`config.mk`:
```
export PLATFORM = sky130hd
export DESIGN_NAME = dpp_bin
export DESIGN_NICKNAME = d
export VERILOG_FILES = /design/src/sv/dpp_pkg.sv /design/src/sv/dpp_bin.sv
export SDC_FILE = /design/constraint.sdc
export NUM_CORES = 1
export LEC_CHECK = 0
export ABC_CLOCK_PERIOD_IN_PS = 1500
export BUFFER_PORTS_ARGS = -buffer_cell sky130_fd_sc_hd__buf_2
export CAP_MARGIN = 20
export CORE_MARGIN = 4
export CORE_UTILIZATION = 34
export DETAILED_ROUTE_END_ITERATION = 16
export HOLD_SLACK_MARGIN = 0.05
export PLACE_DENSITY = 0.88
export SLEW_MARGIN = 20
export SYNTH_ARGS = -nofsm -noshare
export SYNTH_HDL_FRONTEND = slang
export SYNTH_SLANG_ARGS = --single-unit
```
`constraint.sdc`:
```
create_clock -name clk -period 1.5 [get_ports clk]
set_clock_uncertainty 0.05 [all_clocks]
set_input_delay 0.3 -clock clk [delete_from_list [all_inputs] [get_ports clk]]
set_output_delay 0.3 -clock clk [all_outputs]
set_load 0.01 [all_outputs]
```
`src/sv/dpp_pkg.sv`:
```
// ----------------------------------------------------------------------------
// dpp_pkg
// Types and constants shared by the detector pixel projection pipeline.
// ----------------------------------------------------------------------------
package dpp_pkg;

	localparam int POS_W   = 32;            // integer position coordinate
	localparam int COEF_W  = 32;            // Q16.16 coefficient
	localparam int OFF_W   = 48;            // Q32.16 offset
	localparam int CFG_W   = 48;            // widest register
	localparam int CIDX_W  = 3;             // register index
	localparam int FRAC_W  = 16;            // fraction bits of the coordinates
	localparam int PROD_W  = POS_W + COEF_W;        // exact product
	localparam int PAIR_W  = PROD_W + 1;            // sum of two terms
	localparam int SUM_W   = PROD_W + 2;            // sum of four terms
	localparam int COORD_W = SUM_W - FRAC_W;        // floor(sum / 2^16)
	localparam int BIN_W   = 12;            // index bits for grids up to 4096
	localparam int LIN_W   = 2 * BIN_W;     // col + COLUMNS*row, exact
	localparam int INDEX_W = 20;
	localparam int PIX_W   = 10;

	typedef enum logic [CIDX_W-1:0] {
		REG_COL_COEF_X = 3'd0,
		REG_COL_COEF_Y = 3'd1,
		REG_COL_COEF_Z = 3'd2,
		REG_ROW_COEF_X = 3'd3,
		REG_ROW_COEF_Y = 3'd4,
		REG_ROW_COEF_Z = 3'd5,
		REG_COL_OFFSET = 3'd6,
		REG_ROW_OFFSET = 3'd7
	} cfg_reg_t;

	typedef struct packed {
		logic [COEF_W-1:0] col_x;
		logic [COEF_W-1:0] col_y;
		logic [COEF_W-1:0] col_z;
		logic [COEF_W-1:0] row_x;
		logic [COEF_W-1:0] row_y;
		logic [COEF_W-1:0] row_z;
		logic [OFF_W-1:0]  col_off;
		logic [OFF_W-1:0]  row_off;
	} coef_t;

	typedef struct packed {
		logic [PROD_W-1:0] cx;
		logic [PROD_W-1:0] cy;
		logic [PROD_W-1:0] cz;
		logic [PROD_W-1:0] rx;
		logic [PROD_W-1:0] ry;
		logic [PROD_W-1:0] rz;
	} prod_t;

endpackage

```
`src/sv/dpp_bin.sv`:
```
// ----------------------------------------------------------------------------
// dpp_bin
// Stage 4: grid range check and linear pixel index; output register.
// ----------------------------------------------------------------------------
module dpp_bin #(
	parameter int COLUMNS = 1024,
	parameter int ROWS    = 1024
) (
	input  logic                          clk,
	input  logic                          arst_n,
	input  logic                          coord_valid,
	output logic                          coord_ready,
	input  logic [dpp_pkg::COORD_W-1:0]   col,
	input  logic [dpp_pkg::COORD_W-1:0]   row,
	output logic                          out_valid,
	input  logic                          out_ready,
	output logic                          on_detector,
	output logic [dpp_pkg::INDEX_W-1:0]   pixel_index,
	output logic [dpp_pkg::PIX_W-1:0]     pixel_column,
	output logic [dpp_pkg::PIX_W-1:0]     pixel_row
);

	logic                          valid_s4;
	logic                          on_s4;
	logic [dpp_pkg::INDEX_W-1:0]   index_s4;
	logic [dpp_pkg::PIX_W-1:0]     column_s4;
	logic [dpp_pkg::PIX_W-1:0]     row_s4;
	logic                          on_grid;
	logic [dpp_pkg::LIN_W-1:0]     linear;

	assign coord_ready  = !valid_s4 || out_ready;
	assign out_valid    = valid_s4;
	assign on_detector  = on_s4;
	assign pixel_index  = index_s4;
	assign pixel_column = column_s4;
	assign pixel_row    = row_s4;

	assign on_grid = !col[dpp_pkg::COORD_W-1] && (col < dpp_pkg::COORD_W'(COLUMNS)) &&
	                 !row[dpp_pkg::COORD_W-1] && (row < dpp_pkg::COORD_W'(ROWS));

	// constant multiplier; both indices fit in BIN_W bits when on the grid
	assign linear = dpp_pkg::LIN_W'(col[dpp_pkg::BIN_W-1:0]) +
	                dpp_pkg::LIN_W'(COLUMNS) * dpp_pkg::LIN_W'(row[dpp_pkg::BIN_W-1:0]);

	always_ff @(posedge clk or negedge arst_n) begin
		if (!arst_n) begin
			valid_s4 <= 1'b0;
		end else if (coord_ready) begin
			valid_s4 <= coord_valid;
		end
	end

	always_ff @(posedge clk) begin
		if (coord_valid && coord_ready) begin
			on_s4 <= on_grid;
			if (on_grid) begin
				index_s4  <= linear[dpp_pkg::INDEX_W-1:0];
				column_s4 <= col[dpp_pkg::PIX_W-1:0];
				row_s4    <= row[dpp_pkg::PIX_W-1:0];
			end else begin
				index_s4  <= '0;
				column_s4 <= '0;
				row_s4    <= '0;
			end
		end
	end

endmodule

```
==> summary.md <==
| Metric | Value |
|---|---|
| PD cells | 771 nW/µm² |
| First-pass GRT wire length | 7800 µm |
| Yosys warnings | 0 |
| Total of fill cells in the finished design | 397 |
| Bufs on Longest Clock Path | 2 |
| Die height | 77.9 µm |
| Minimum setup slack among reg-to-reg paths | 0.20 ns |
| Drt drc | 0 |
| Final period demand of the worst path | 1.41 ns |
| Post-synth EDFFs | 31 |
| Total Routed Length | 4910 µm |
| Post-Synthesis Net Count | 242 |
| Worst vdd rail ir drop | 298 µV |
| Number of pins with negative max-slew slack in the final report | 0 |
| RSZ-0062 raised after global routing | false |
| FMAX | 0.709 GHz |
| Critical setup path kind | in2reg |
| # port buffers | 146 |
| Nets@finish | 388 |
| Number of antenna violations at the first check in global routing | 0 |
| Core Area | 4720 µm² |
| Routed length per instance | 14.1 µm |
| Sink Count | 32 |
| Transition time at the pin with the least slew margin | 0.391 ns |
| Clock tree root driver cell | sky130_fd_sc_hd__clkbuf_8 |
| Startpoint type of the worst setup path | input port |
| CP Capture Type | register |
| Clock-pin slew of the registers on the worst-case setup and hold paths | 0.06 ns |
| Initial cell density of the core | 0.352 |
| Result of the run | completed |
| Share of post-route cells with drive strength above 1 | 0.617 |
| Static leakage | 1.31 nW |
| Share of the core filled with cells in the final layout | 0.548 |
| Period Utilization, post-route | 0.941 |
| Overflow left after global routing | 0 |
| Most used flip-flop cell after synthesis | sky130_fd_sc_hd__edfxtp_1 |
| Ys async rst share | 0.0313 |
| Routability cong. | 0.765 |
| # IOs | 147 |
| Iteration count of the initial detailed-routing pass | 5 |
| Area growth from synthesis to layout | 55.6% |
| Vias in the first global route | 1796 |
| Chain of cells forming the critical path | buf_2 > ha_4 > inv_2 > fa_2 > nor2_1 > xor2_1 > and3_1 |
| Drt initial violations | 35 |
| Top fanout value on the critical path | 4 |
| Sequential share of the synthesized area | 0.575 |
| Post-Synthesis Cells | 135 |
| Post-layout instance count excluding filler cells | 349 |
| Vias after detailed routing | 1639 |
| Number of antenna-violating nets in the routed design | 0 |
| Top-count cell post-synth | sky130_fd_sc_hd__edfxtp_1 |
| Origin of the worst min-delay path | coord_valid |
| Maximum capacitance violations | 0 |
| Die area | 6070 µm² |
| Critical path's slowest cell | sky130_fd_sc_hd__fa_2 |
| Cell taking the most area after synthesis | sky130_fd_sc_hd__edfxtp_1 |
| CTS HTree Levels | 2 |
| Post-detailed-placement half-perimeter wirelength | 4210 µm |
| Via density per instance | 4.70 |
| Inserted Clock Buffers | 5 |
| Placed Cells incl. Taps | 340 |
| Clock latency reported for the late side of the worst-skew pair | 0.27 ns |
| Setup-failing EPs final | 0 |
| Top cell type's share of synthesized area | 0.560 |
| Overall Global Routing Usage | 0.164 |
| Count of distinct cell types in the synthesized netlist | 26 |
| Worst setup path start | col[10] |
| Max-Slew Margin vs Limit | 0.739 |
| Syn Area/Cell | 12.3 µm² |
| Commonest cells post-synth | 31 x sky130_fd_sc_hd__edfxtp_1, 29 x sky130_fd_sc_hd__and3_1, 19 x sky130_fd_sc_hd__nor4_1 |
| Synthesis-stage register bit count | 32 |
| Worst min path class | in2reg |
| Startpoint of the worst-slack reg-to-reg timing path | out_valid |
| Ant diodes | 0 |
| Crit path arrival time | 1.40 ns |
| Leading cell types by total area after synthesis | sky130_fd_sc_hd__edfxtp_1 56%, sky130_fd_sc_hd__and3_1 11%, sky130_fd_sc_hd__nor4_1 7.1% |
| Cell row count | 25 |
| Required @ worst endpoint | 1.48 ns |
| Maximum number of pins on one net before global-route repair | 32 |
| Post-synthesis instance area | 1660 µm² |
| Final total power | 1.99 mW |
| Die Width | 77.9 µm |
| Slowest Stage Delay on Critical Path | 0.41 ns |
| TritonCTS clock tree | built |
| Number of endpoints with negative hold slack in the final report | 0 |
[report_power, final]
part           internal, mW  total, mW  switching, mW
registers              1.01       1.02        0.00946
logic                 0.171      0.320          0.149
clock network         0.373      0.650          0.277
[path summary, 6_finish.rpt]
kind                                   end  depth (start not counted)
max in group asynchronous        out_valid                          2
min in group asynchronous        out_valid                          2
max reg2reg                 pixel_index[1]                          2
min                              out_valid                          2
min reg2reg                      out_valid                          2
max                        pixel_index[14]                          7
[through the flow]
step | setup slack (ns) | hold slack, ns | area, µm² | TNS [ns]
after floorplan | -0.00549 | -0.0456 | 1680 | -0.00940
after global placement | -0.216 | 0.0255 | 2460 | -7.10
after detailed placement | -0.264 | 0.0285 | 2460 | -9.39
after CTS | 0.0248 | 0.178 | 2560 | 0
after global routing | 0.00663 | 0.198 | 2590 | 0
final | 0.0892 | 0.183 | 2590 | 0
[cell type report]
class	instances	area, µm²	area share
multi-input combinational	84	633	0.245
timing repair buffer	155	813	0.314
inverter	3	11.3	0.00435
sequential	32	956	0.369
clock buffer	8	90.1	0.0348
tap	67	83.8	0.0324
[flip-flops by register name, summed over array words and instances (netlist names)]
register,flops
pixel_index,20
pixel_row,10
out_valid,1
on_detector,1
[metal layers]
layer  up-vias  GRT usage  routed length [µm]
li1        803          -                   -
met1       727      0.151                1560
met2       105      0.335                2720
met3         4     0.0534                 576
met4         0     0.0472                  55
met5         -          0                   0
[repair_timing]
item | 4_1_cts | 5_1_grt
buffers inserted | 0 | 0
hold endpoints to repair | 1 | 0
endpoints found under the setup margin | 31 | 30
gates resized for setup | 1 | 4
gates cloned | 0 | 0
hold buffers | 1 | 0
pin swaps | 0 | 2
[logic make-up after synthesis]
logic type / after synthesis / synth area share
XOR/XNOR: 8 / 0.0421
AO/OA/AOI/OAI: 2 / 0.00752
buffers and inverters: 19 / 0.0730
flip-flops: 32 / 0.575
adder cells (fa/ha/maj): 3 / 0.0271
AND/OR/NAND/NOR: 71 / 0.275
[critical path: cells and delay by family]
family | cells | cell delay [ns]
buffers and inverters | 2 | 0.15
adders and majority gates | 2 | 0.55
and+or+nand+nor | 2 | 0.32
xor gates and xnor gates | 1 | 0.07
[cell usage in the layout (no fill, tap or decap), drive strengths merged]
cell type	synthesis	routed
a21oi	1	1
and3b	1	1
ha	2	2
nor2	3	3
fa	1	1
xor2	5	5
a21o	1	1
nand2	3	3
buf	14	154
and2	2	2
dfrtp	1	1
inv	3	3
nor3	2	2
dlygate4sd3	0	1
nand2b	2	2
and3	29	29
clkbuf	2	8
nor4b	1	1
nand4	7	7
nor4	20	20
xnor2	3	3
edfxtp	31	31
nor3b	1	1
Note: power is estimated with default switching activity, not from simulation.
